===== src/sv/pce_pkg.sv =====
// Package for the Pearson correlation engine: widths, the per-set sums record
// and the back-end sequencer states. No dependencies.
package pce_pkg;

  // Field and accumulator widths
  localparam int SMP_W    = 16;   // Q8.8 sample
  localparam int CNT_W    = 11;   // pair counter
  localparam int CNT_MAX  = 2047;
  localparam int SUM_W    = 27;   // sum of x, sum of y
  localparam int SXY_W    = 42;   // sum of x*y (signed)
  localparam int SSQ_W    = 41;   // sum of squares (unsigned)
  localparam int PRD_W    = 54;   // n*sum and sum*sum products
  localparam int DIFF_W   = 56;   // C, A, B (signed)
  localparam int MAG_W    = 55;   // |C|, A, B magnitude
  localparam int WIDE_W   = 110;  // C^2 and A*B
  localparam int RATIO_W  = 31;   // floor(2^30 * C^2 / (A*B))
  localparam int ROOT_W   = 16;
  localparam int DIV_DW   = 56;   // shared divider dividend
  localparam int DIV_VW   = 22;   // shared divider divisor
  localparam int COV_W    = 32;
  localparam int IN_TDATA_W  = 32;
  localparam int OUT_TDATA_W = 96;
  localparam int QUEUE_DEPTH = 2;

  // Defaults for the top-level parameters
  localparam int DEF_MAX_PAIRS    = 1024;
  localparam int DEF_SAMPLE_WIDTH = 16;

  // Everything the back end needs about one finished data set
  typedef struct packed {
    logic        [CNT_W-1:0] n;
    logic signed [SUM_W-1:0] sx;
    logic signed [SUM_W-1:0] sy;
    logic signed [SXY_W-1:0] sxy;
    logic        [SSQ_W-1:0] sxx;
    logic        [SSQ_W-1:0] syy;
  } sums_t;

  // Back-end sequencer
  typedef enum logic [3:0] {
    B_IDLE,
    B_PROD,
    B_MEANX,
    B_MEANY,
    B_COV,
    B_MUL,
    B_RDIV,
    B_SQRT,
    B_OUT
  } back_state_e;

endpackage


===== src/sv/pce_queue.sv =====
// Short queue of finished sets between front and back end.
// Depends on pce_pkg.
module pce_queue
  import pce_pkg::*;
(
  input  logic  clk_i,
  input  logic  rst_ni,
  input  logic  push_i,
  input  sums_t data_i,
  output logic  full_o,
  input  logic  pop_i,
  output logic  valid_o,
  output sums_t data_o
);

  localparam int PTR_W = (QUEUE_DEPTH > 1) ? $clog2(QUEUE_DEPTH) : 1;
  localparam int LVL_W = $clog2(QUEUE_DEPTH + 1);

  sums_t mem_q [QUEUE_DEPTH];
  logic [PTR_W-1:0] wr_q, rd_q;
  logic [LVL_W-1:0] lvl_q;

  assign full_o  = lvl_q == LVL_W'(QUEUE_DEPTH);
  assign valid_o = lvl_q != '0;
  assign data_o  = mem_q[rd_q];

  // Pointers and fill level
  always_ff @(posedge clk_i or negedge rst_ni) begin
    if (!rst_ni) begin
      wr_q  <= '0;
      rd_q  <= '0;
      lvl_q <= '0;
    end else begin
      if (push_i) begin
        wr_q <= (wr_q == PTR_W'(QUEUE_DEPTH - 1)) ? '0 : wr_q + PTR_W'(1);
      end
      if (pop_i) begin
        rd_q <= (rd_q == PTR_W'(QUEUE_DEPTH - 1)) ? '0 : rd_q + PTR_W'(1);
      end
      if (push_i && !pop_i) begin
        lvl_q <= lvl_q + LVL_W'(1);
      end else if (pop_i && !push_i) begin
        lvl_q <= lvl_q - LVL_W'(1);
      end
    end
  end

  // Storage
  always_ff @(posedge clk_i) begin
    if (push_i) begin
      mem_q[wr_q] <= data_i;
    end
  end

endmodule


===== config.mk =====
export PLATFORM = sky130hd
export DESIGN_NAME = pce_queue
export DESIGN_NICKNAME = d
export VERILOG_FILES = /design/src/sv/pce_pkg.sv /design/src/sv/pce_queue.sv
export SDC_FILE = /design/constraint.sdc
export NUM_CORES = 1
export LEC_CHECK = 0
export ABC_AREA = 1
export BUFFER_PORTS_ARGS = -buffer_cell sky130_fd_sc_hd__buf_2
export CAP_MARGIN = 0
export CORE_MARGIN = 3
export CORE_UTILIZATION = 47
export CTS_CLUSTER_DIAMETER = 150
export DETAILED_ROUTE_END_ITERATION = 10
export PLACE_DENSITY = 0.81
export SYNTH_ARGS = -nofsm -noshare
export SYNTH_HDL_FRONTEND = slang
export SYNTH_SLANG_ARGS = --single-unit

===== constraint.sdc =====
create_clock -name clk_i -period 9.6 [get_ports clk_i]
set_input_delay 0.96 -clock clk_i [delete_from_list [all_inputs] [get_ports clk_i]]
set_output_delay 0.96 -clock clk_i [all_outputs]
set_load 0.01 [all_outputs]

**Yosys cells after proc, flatten, opt, wreduce, memory -nomap -nowiden**

Memory sizes are Yosys's and may differ from the RTL's.
Index checks and enable logic that the tools add are counted.

- Flip-flop bits (word level): 4
- Bits in latches: 0
- Memory bits (writable): 378
- Bits in read-only memories: 0
- Input bits: 193
- Output and inout bits: 191
- Word-level logic and storage cells: 21
- Memories: 1

- Add/subtract/negate cells: 4
- $mul: 0
- Div/mod/pow operators: 0
- $lt $le $gt $ge: 0
- Equality and inequality tests: 1
- Shifts and indexed selects: 0
- Mux-type cells: 6
- Bitwise gates (word level): 0
- Reductions and logical operators: 6

Memories:

| name | words | bits a word | read ports | clocked after Yosys merged registers in | wr ports | RTL line | RTL |
|---|---|---|---|---|---|---|---|
| mem_q | 2 | 189 | 1 | 0 | 1 | pce_queue.sv:19 | `sums_t mem_q [QUEUE_DEPTH];` |

Operators with widths:

| kind | number |
|---|---|
| 2-to-1 mux 1 bit | 4 |
| 2-to-1 mux 2 bit | 2 |
| nonzero test 2 bit | 2 |
| adder 1 bit (second input constant) | 2 |
| adder 2 x 1 -> 2 bit (second input constant) | 1 |
| equality test 2 bit (second input constant) | 1 |
| logical AND 1 bit | 2 |
| logical NOT 1 bit | 2 |
| subtractor 2 x 1 -> 2 bit (second input constant) | 1 |

**Longest topological paths before layout**

- Depth after elaboration: 4
- Depth in mapped cells: 7
- Mapped depth without buffers: 7

**Worst setup path after synthesis**

OpenSTA, ideal clock, no wires.

- Path kind: input to register
- Start: input push_i
- End: memory mem_q[0][0] (netlist name) (enable)
- Arrival time: 8.899 ns
- Data required time: 8.854 ns
- Path slack: -0.045 ns
- Stages on the path: 2
- Cells stage by stage: inv_1 -> nor2_1

- Longest elaborated chain between the ends: 2

Ends and longest elaborated chain:

| what | RTL line | RTL |
|---|---|---|
| start: declaration | pce_queue.sv:8 | `input logic push_i,` |
| 2-to-1 mux 1 bit | pce_queue.sv:50 | `if (push_i) begin` |
| 2-to-1 mux 1 bit (not written as such) | pce_queue.sv:51 | `mem_q[wr_q] <= data_i;` |
| end: declaration | pce_queue.sv:19 |  |

No other way between the ends.

==> impl_metrics.yaml <==
placement:
  portBuffers: 383
  gp_congestion: 0.7721
  placed_area_um2: 16530
  post-dp-hpwl_um: 18910
power:
  p_per_area_nw_per_um2: 296.8
  ir_worst_vdd_mv: 0.1990
  power_leakage_uw: 0.006948
timing:
  min_period_ns: 4.225
  fin_crit_sh_pct: 44.01
  slew-limit-headroom_pct: 15.46
  tns_ns: 0
  tightest_slew_ns: 1.268
  drv_slew: 0
  setup_viol: 0
  hold_violations: 0
  rsz0062_at_grt: "false"
  finClkSkew_ns: 0.01453
  max_freq_ghz: 0.2367
global_route:
  grt_pass1_vias: 7652
  gr-total-overflow: 0
  grt_max_degree: 177
  antenna_found_initial: 10
  grt_pass1_wl_um: 42700
  track_usage_pct: 16.91
final_layout:
  fillCellCount: 2163
  multi_input_area_um2: 2591
  postLayoutCellArea_um2: 17730
  drive_above_1_share_pct: 59.89
  layout_common_cells: "buf_2, edfxtp_1, mux2_4"
  final_common_cell: "buf_2"
  final-seq-area_um2: 11450
  nets: 1215
  syn_to_final_growth_pct: 24.52
clock_network:
  clock_latency_ns: 0.51
  cts_tree: "built"
  clockRootBuffer: "clkbuf_16"
  path_clk_slew_ns: 0.06
  clockBufferDepth: 3
  htreeDepth: 2
  postCtsSetupBuffers: 0
  ctsResizeCount: 0
  cts_buffers: 40
  numClockSinks: 382
  cts_hold_buf: 0
worst_hold_path:
  hold_class: "input port to async pin"
floorplan:
  die-area_um2: 32430
  core_area_um2: 29720
  rows: 63
  chipWidth_um: 180.1
  initial_core_util_pct: 47.92
  die_h_um: 180.1
  pin_count: 384
outcome:
  status: "complete, no violations"
detailed_routing:
  drt_first_iter_violations: 444
  firstDrtPassIters: 4
  wl_per_cell_um: 19.54
  drc_errors: 0
  ant_nets: 0
  viasPerCell: 4.950
  drt_wl_total_um: 28200
  vias: 7143
worst_setup_path:
  ff2ff_setup_slack_ns: 7.14
  worstPathMaxFanout: 76
  critPathLaunchType: "flip-flop"
  crit_type: "flip-flop to output port"
  critPathSlowestCell: "dfrtp_4"
  reg2regPathDepth: 3
  path_cells: "buf_4 > mux2_2 > buf_2"
  rr_startpoint: "wr_q$_DFFE_PN0P_"
  worstSetupEndpointType: "output port"
  critPathMaxStageDelay_ns: 1.15
  crit_required_ns: 8.64
  r2r-end: "mem_q[1][105]$_DFFE_PP_"
  crit_arrival_ns: 3.27
synth:
  ys_types: 14
  ys_seq_elements: 382
  synth_seq_area_share_pct: 80.41
  syn_inst: 613
  netlist_area_um2: 14240
  syn_avg_cell_area_um2: 23.23
  yosys_warnings: 0
  syn_nets: 807
job:
  cap_viol_max_count: 0
registers in the layout, indices dropped and copies added, names as in the netlist:
| name | count |
|---|---|
| wr_q | 1 |
| lvl_q | 2 |
| rd_q | 1 |
| mem_q | 378 |
synth_stat cells:
cell type / n / area share [%]
ha_1: 1 / 0.088
edfxtp_1: 378 / 80
nand4_1: 1 / 0.044
xor2_1: 2 / 0.12
nor2_1: 2 / 0.053
nand3_1: 1 / 0.035
buf_2: 9 / 0.32
mux2_2: 89 / 7.0
dfrtp_1: 4 / 0.70
buf_6: 12 / 0.95
inv_1: 7 / 0.18
xnor2_1: 1 / 0.062
nand2_1: 6 / 0.16
mux2_4: 100 / 11
stage by stage:
stage               std cells  util [%]  hold WS [ns]  worst slack (ns)  power (µW)
finish                   1443     59.67        0.2448             5.375        5263
global route             1442     59.66        0.2170             5.201        5508
floorplan                 613         -        0.4417             3.257        3438
global placement         1369     55.61        0.4562             5.920        3884
CTS                      1437     59.62        0.2100             5.318        5331
detailed placement       1369     55.61        0.4590             5.903        3918
final cells by class:
class / count / area share (%)
tap: 390 / 2.752
antenna: 6 / 0.08467
multi-input combinational: 203 / 14.61
sequential: 382 / 64.59
inverter: 7 / 0.1905
timing repair buffer: 387 / 11.05
clock inverter: 24 / 0.8678
clock buffer: 44 / 5.849
power by group:
part	leakage (µW)	total [µW]	switching [µW]	internal (µW)
sequential	0.00359	2360	145	2220
clock	0.000576	1400	573	823
combinational	0.00278	1500	753	750
total	0.00695	5260	1470	3790
routing by layer:
| metal | track usage [%] | share of wire, % | vias up |
|---|---|---|---|
| li1 | - | - | 3267 |
| met1 | 20.01 | 36 | 3439 |
| met2 | 28.55 | 50 | 372 |
| met3 | 6.459 | 11 | 59 |
| met4 | 5.926 | 2.9 | 6 |
| met5 | 0 | 0.12 | - |
logic make-up (layout without fill, tap and decap cells):
logic type	after synthesis	count (layout)	synth area share (%)
DFF	382	382	80.41
adders and majority gates	1	1	0.08784
and+or+nand+nor	10	10	0.2899
muxes	189	189	17.58
other	0	6	0
buffers and inverters	28	462	1.450
xor gates and xnor gates	3	3	0.1845
worst max path at each step:
stage                      from                    end  slack, ns
5_1_grt        rd_q$_DFFE_PN0P_             data_o[41]       5.20
3_5_place_dp   rd_q$_DFFE_PN0P_             data_o[41]       5.90
3_3_place_gp   rd_q$_DFFE_PN0P_             data_o[30]       5.92
6_report       rd_q$_DFFE_PN0P_             data_o[41]       5.37
2_1_floorplan            push_i  mem_q[0][0]$_DFFE_PP_       3.26
4_1_cts        rd_q$_DFFE_PN0P_             data_o[41]       5.32
worst max-delay path, delay by kind of cell (launching register included):
| family | cells | cell delay (ns) |
|---|---|---|
| buf+inv | 2 | 1.08 |
| mux | 1 | 0.44 |
| flops | 1 | 1.15 |
No activity file was read; power rests on OpenSTA's default activity.
