==> src/sv/pce_pkg.sv <==
// Package for the Pearson correlation engine: widths, the per-set sums record
// and the back-end sequencer states. No dependencies.
package pce_pkg;

  // Field and accumulator widths
  localparam int SMP_W    = 16;   // Q8.8 sample
  localparam int CNT_W    = 11;   // pair counter
  localparam int CNT_MAX  = 2047;
  localparam int SUM_W    = 27;   // sum of x, sum of y
  localparam int SXY_W    = 42;   // sum of x*y (signed)
  localparam int SSQ_W    = 41;   // sum of squares (unsigned)
  localparam int PRD_W    = 54;   // n*sum and sum*sum products
  localparam int DIFF_W   = 56;   // C, A, B (signed)
  localparam int MAG_W    = 55;   // |C|, A, B magnitude
  localparam int WIDE_W   = 110;  // C^2 and A*B
  localparam int RATIO_W  = 31;   // floor(2^30 * C^2 / (A*B))
  localparam int ROOT_W   = 16;
  localparam int DIV_DW   = 56;   // shared divider dividend
  localparam int DIV_VW   = 22;   // shared divider divisor
  localparam int COV_W    = 32;
  localparam int IN_TDATA_W  = 32;
  localparam int OUT_TDATA_W = 96;
  localparam int QUEUE_DEPTH = 2;

  // Defaults for the top-level parameters
  localparam int DEF_MAX_PAIRS    = 1024;
  localparam int DEF_SAMPLE_WIDTH = 16;

  // Everything the back end needs about one finished data set
  typedef struct packed {
    logic        [CNT_W-1:0] n;
    logic signed [SUM_W-1:0] sx;
    logic signed [SUM_W-1:0] sy;
    logic signed [SXY_W-1:0] sxy;
    logic        [SSQ_W-1:0] sxx;
    logic        [SSQ_W-1:0] syy;
  } sums_t;

  // Back-end sequencer
  typedef enum logic [3:0] {
    B_IDLE,
    B_PROD,
    B_MEANX,
    B_MEANY,
    B_COV,
    B_MUL,
    B_RDIV,
    B_SQRT,
    B_OUT
  } back_state_e;

endpackage

==> src/sv/pce_front.sv <==
// Front end of the Pearson correlation engine: takes one pair per cycle
// unless the queue is full, keeps the running sums and hands a finished
// set to the queue. Depends on pce_pkg.
module pce_front
  import pce_pkg::*;
#(
  parameter int MAX_PAIRS    = DEF_MAX_PAIRS,
  parameter int SAMPLE_WIDTH = DEF_SAMPLE_WIDTH
) (
  input  logic              clk_i,
  input  logic              rst_ni,
  input  logic              valid_i,
  output logic              ready_o,
  input  logic [SMP_W-1:0]  x_i,
  input  logic [SMP_W-1:0]  y_i,
  input  logic              last_i,
  input  logic              full_i,
  output logic              push_o,
  output sums_t             rec_o
);

  localparam int LIMIT = (MAX_PAIRS > CNT_MAX) ? CNT_MAX : MAX_PAIRS;
  localparam int SW    = (SAMPLE_WIDTH > SMP_W) ? SMP_W : SAMPLE_WIDTH;
  localparam int SHIFT = SMP_W - SW;
  localparam logic [CNT_W-1:0] LIMIT_C = CNT_W'(LIMIT);

  logic        [CNT_W-1:0] cnt_q, cnt_d;
  logic signed [SUM_W-1:0] sx_q, sx_d, sy_q, sy_d;
  logic signed [SXY_W-1:0] sxy_q, sxy_d;
  logic        [SSQ_W-1:0] sxx_q, sxx_d, syy_q, syy_d;

  logic signed [SMP_W-1:0] x_sh, y_sh, x_ext, y_ext;
  logic signed [2*SMP_W-1:0] xy, xx, yy;
  logic accept, take;

  assign ready_o = !full_i;
  assign accept  = valid_i && ready_o;
  assign take    = cnt_q < LIMIT_C;

  // Sign-extend from the configured sample width
  always_comb begin
    x_sh  = x_i << SHIFT;
    y_sh  = y_i << SHIFT;
    x_ext = x_sh >>> SHIFT;
    y_ext = y_sh >>> SHIFT;
    xy    = (2*SMP_W)'(x_ext) * (2*SMP_W)'(y_ext);
    xx    = (2*SMP_W)'(x_ext) * (2*SMP_W)'(x_ext);
    yy    = (2*SMP_W)'(y_ext) * (2*SMP_W)'(y_ext);
  end

  // Sums including the current word
  always_comb begin
    cnt_d = cnt_q;
    sx_d  = sx_q;
    sy_d  = sy_q;
    sxy_d = sxy_q;
    sxx_d = sxx_q;
    syy_d = syy_q;
    if (take) begin
      cnt_d = cnt_q + CNT_W'(1);
      sx_d  = sx_q + SUM_W'(x_ext);
      sy_d  = sy_q + SUM_W'(y_ext);
      sxy_d = sxy_q + SXY_W'(xy);
      sxx_d = sxx_q + SSQ_W'(unsigned'(xx));
      syy_d = syy_q + SSQ_W'(unsigned'(yy));
    end
  end

  assign push_o    = accept && last_i;
  assign rec_o.n   = cnt_d;
  assign rec_o.sx  = sx_d;
  assign rec_o.sy  = sy_d;
  assign rec_o.sxy = sxy_d;
  assign rec_o.sxx = sxx_d;
  assign rec_o.syy = syy_d;

  // Accumulators; cleared once a set is handed on
  always_ff @(posedge clk_i or negedge rst_ni) begin
    if (!rst_ni) begin
      cnt_q <= '0;
      sx_q  <= '0;
      sy_q  <= '0;
      sxy_q <= '0;
      sxx_q <= '0;
      syy_q <= '0;
    end else if (accept) begin
      if (last_i) begin
        cnt_q <= '0;
        sx_q  <= '0;
        sy_q  <= '0;
        sxy_q <= '0;
        sxx_q <= '0;
        syy_q <= '0;
      end else begin
        cnt_q <= cnt_d;
        sx_q  <= sx_d;
        sy_q  <= sy_d;
        sxy_q <= sxy_d;
        sxx_q <= sxx_d;
        syy_q <= syy_d;
      end
    end
  end

endmodule

==> config.mk <==
export PLATFORM = sky130hd
export DESIGN_NAME = pce_front
export DESIGN_NICKNAME = d
export VERILOG_FILES = /design/src/sv/pce_pkg.sv /design/src/sv/pce_front.sv
export SDC_FILE = /design/constraint.sdc
export NUM_CORES = 2
export LEC_CHECK = 0
export ABC_AREA = 1
export BUFFER_PORTS_ARGS = -buffer_cell sky130_fd_sc_hd__buf_2
export CAP_MARGIN = 10
export CORE_MARGIN = 2
export CORE_UTILIZATION = 43
export CTS_CLUSTER_SIZE = 14
export DETAILED_ROUTE_END_ITERATION = 7
export PLACE_DENSITY = 0.62
export REMOVE_ABC_BUFFERS = 1
export SLEW_MARGIN = 20
export SYNTH_ARGS = -nofsm -noshare
export SYNTH_HDL_FRONTEND = slang
export SYNTH_SLANG_ARGS = --single-unit
==> constraint.sdc <==
create_clock -name clk_i -period 17.2 [get_ports clk_i]
set_clock_uncertainty 0.1 [all_clocks]
set_input_delay 1.72 -clock clk_i [delete_from_list [all_inputs] [get_ports clk_i]]
set_output_delay 1.72 -clock clk_i [all_outputs]
set_load 0.02 [all_outputs]
* Word-level counts from Yosys, hierarchy flattened
Index checks and enable logic that the tools add are counted. W data, S select, Z words.
Cells by class: add/subtract/negate cells 6, multiply operators 3, magnitude comparators 1, muxes and demuxes 12, reductions and logical operators 3
Operator list (number):
- $mux W41 | 4
- $mux W27 | 4
- $mul A16 B16 Y32 | 3
- $mux W42 | 2
- $add A41 B32 Y41 | 2
- $add A27 B16 Y27 | 2
- $add A42 B32 Y42 | 1
- $mux W11 | 2
- $add A11 B1 Y11 const B | 1
- $lt A11 B11 Y1 const B | 1
- $logic_and A1 B1 Y1 | 2
- $logic_not A1 Y1 | 1
Word-level totals: word-level logic and storage cells 31, bits in registers 189, bits of input ports 37, output and inout bits 191

* Longest topological paths before layout
depth after elaboration 4, mapped depth 43, depth with buffers taken out 41

* Worst setup path before layout
OpenSTA, ideal clock, no wires.
path kind in2out, start point input y_i[1], end point output rec_o[35] (netlist bit), path slack 7.257 ns, arrival time 8.123 ns, required time 15.380 ns, cell stages on the path 33, buffers on the path 2, path through clkbuf_1 clkbuf_1 nand2_1 inv_1 fa_1 inv_1 fa_1 inv_1 fa_1 fa_1 fa_1 fa_1 ha_1 nand2_1 inv_1 nand2_1 nor3_1 nand3_1 nand3_1 nand3_1 nand2_1 xor2_1 ha_1 nand2_1 nor2_1 nand2_1 nor2_1 nand3_1 nand3_2 nand2_1 nand2_1 nand2_1 inv_1
RTL lines:
- start, declared | line pce_front.sv:15 | input logic [SMP_W-1:0] y_i,
- end, declared | line pce_front.sv:19 | output sums_t rec_o

==> results.cfg <==
[route]
first_pass_iters = 6
drtIter0Drc = 2949
viasPerCell = 5.02
num_vias = 43900
drt-total-wl_mm = 150
detail_route.wl_per_cell_um = 17.1
ant_nets = 0
drc = 0

[global_route]
grt.total_usage_pct = 25.7
grt_max_degree = 147
grt_pass1_vias = 45000
grt_pass1_wl_mm = 244
overflow = 0
antenna_found_initial = 4

[sta]
slew-limit-headroom_pct = 27.2
rsz0062_at_grt = false
setup-tns-final_ns = 0
whs_ns = 0.407
slew_violations = 0
worst_pin_slew_ns = 1.09
period_share_pct = 67.8
setup_viol = 0
hold_viol_final = 0
fin_ws_ns = 5.54
max_freq_mhz = 85.8
fin_crit_ns = 11.66

[setup_path]
cp-start-kind = input pin
cp-end-kind = output port
criticalPathCategory = in -> out
rr_startpoint = sxy_q[15]$_DFFE_PN0P_
reg2reg_slack_ns = 12.12
slowest_delay_ns = 0.53
crit_fanout = 47
cp.arrival_ns = 9.84
ff2ff_path_depth = 22
cp_slowest_cell = fa_1
r2r-end = sxy_q[30]$_DFFE_PN0P_
crit_top_cell = nand2_1
cp_data_required_time_ns = 15.38

[die]
io_pins = 228
row_count = 125
design.core.area_um2 = 116000
fp.dieH_um = 346
start_util_pct = 43.3
dieWidth_um = 346
die_area_um2 = 120000

[final_layout]
mostFrequentLayoutCells = nand2_1, inv_1, fa_1
fin_area_um2 = 53600
drive_gt1_share_pct = 5.80
fin_nets = 8456
mostFrequentLayoutCell = nand2_1
area_growth_pct = 6.51

[clock_tree]
postCtsSetupBuffers = 0
clk_pin_slew_ns = 0.08
cts_tree = yes
cts_htree_levels = 4
cts_buffer_depth = 2
worstSkewPairLatency_ns = 0.57
numCtsBuffers = 17
cts_resized = 0
clock_sinks = 189
cts_hold_buf = 0
root_buffer = clkbuf_16

[yosys]
synthCells = 7092
synth-edff-count = 0
synth_seq_area_share_pct = 9.40
async_flop_share_pct = 100
yosysTopAreaCell = fa_1
yosysWarnings = 0
ys_types = 50
synth_ff_type = dfrtp_1
synth_top_area_share_pct = 32.4
syn_avg_cell_area_um2 = 7.09
syn_area_um2 = 50300
ys_seq_elements = 189
netlist_top_cells_area = fa_1, nand2_1, inv_1

[worst_hold_path]
hold_path_class = reg -> reg
min_path_cells = 2
min_from = syy_q[40]$_DFFE_PN0P_
holdPathEnd = syy_q[40]$_DFFE_PN0P_

[place]
dpl_cell_area_um2 = 53000
numPortBuffers = 227
pre_cts_ws_ns = 5.61
dp_hpwl_mm = 119
gp_congestion = 0.968

[status]
outcome = complete, no violations

[job]
cap_violations = 0
layout make-up:
class                           instances  area (um2)
Clock buffer                           17         425
Multi-Input combinational cell       4930       38100
Timing Repair Buffer                  271        1490
Sequential cell                       189        4730
Tap cell                             1524        1910
Clock inverter                         15         158
Antenna cell                            3        7.51
Fill cell                           12000       62500
Inverter                             1784        6700
metrics by stage:
step / util (%) / cells
finish: 46.2 / 8733
global route: 46.2 / 8732
CTS: 46.1 / 8730
detailed placement: 45.6 / 8698
global placement: 45.6 / 8698
floorplan: - / 6903
critical path, delay by kind of cell:
| family | cells | cell delay (ns) |
|---|---|---|
| adders and majority gates | 8 | 3.72 |
| buffers and inverters | 9 | 1.40 |
| AOI/OAI and AO/OA | 4 | 0.97 |
| and+or+nand+nor | 12 | 1.77 |
| xor gates and xnor gates | 1 | 0.15 |
registers in the layout, summed over array words and instances, names as in the netlist:
| name | flops |
|---|---|
| sxy_q | 42 |
| sxx_q | 41 |
| syy_q | 41 |
| sx_q | 27 |
| sy_q | 27 |
| cnt_q | 11 |
kinds of logic (layout without fill, tap and decap cells):
logic type	after synthesis	count (layout)	share of synthesized area, %
fa+ha+maj	1226	1226	42.7
other cells	0	3	0
flops	189	189	9.40
buf+inv	1973	2087	14.8
xor+xnor	99	99	1.72
simple gates	2982	2982	24.5
compound gates	623	623	6.93
how the worst max path moves through the flow:
stage                     end     from
finish              rec_o[29]  y_i[15]
global route        rec_o[74]  x_i[15]
floorplan           rec_o[35]   y_i[1]
global placement    rec_o[34]  y_i[15]
CTS                 rec_o[29]  y_i[15]
detailed placement  rec_o[29]  y_i[15]
Yosys cell counts, types with 2 or more instances:
library cell / number
a31o_2: 2
a21oi_2: 6
nor3b_1: 2
nand3_2: 12
a31oi_1: 12
nand3b_1: 17
and2_1: 18
o21ai_1: 22
o22ai_1: 12
a21boi_0: 6
clkinv_1: 3
buf_2: 13
ha_1: 412
o21a_1: 8
or2_0: 3
fa_1: 814
buf_1: 10
o21ai_0: 229
a21oi_1: 231
a22o_1: 20
xnor2_1: 39
nor4_1: 4
dfrtp_1: 189
a211oi_1: 3
o21ai_2: 5
or2_2: 58
clkbuf_2: 2
nand2_2: 15
nand4_1: 64
clkbuf_1: 163
xor2_1: 60
o211ai_1: 10
nand3_1: 383
nand2_1: 2015
o21bai_1: 34
nor3_1: 35
nor2_1: 345
inv_1: 1780
a21o_1: 17
a21boi_1: 3
nor2_2: 7
per-layer routing:
layer  vias up  global-route usage (%)  wire [um]
li1      21400                       -          -
met2      1017                    43.0      70500
met4         2                    7.42       4140
met1     21300                    34.6      67000
met3       167                    3.89       7980
met5         -                       0         11
Power is not shown: default switching activity piles up to over one toggle a cycle in this logic, so the estimate is an artifact.
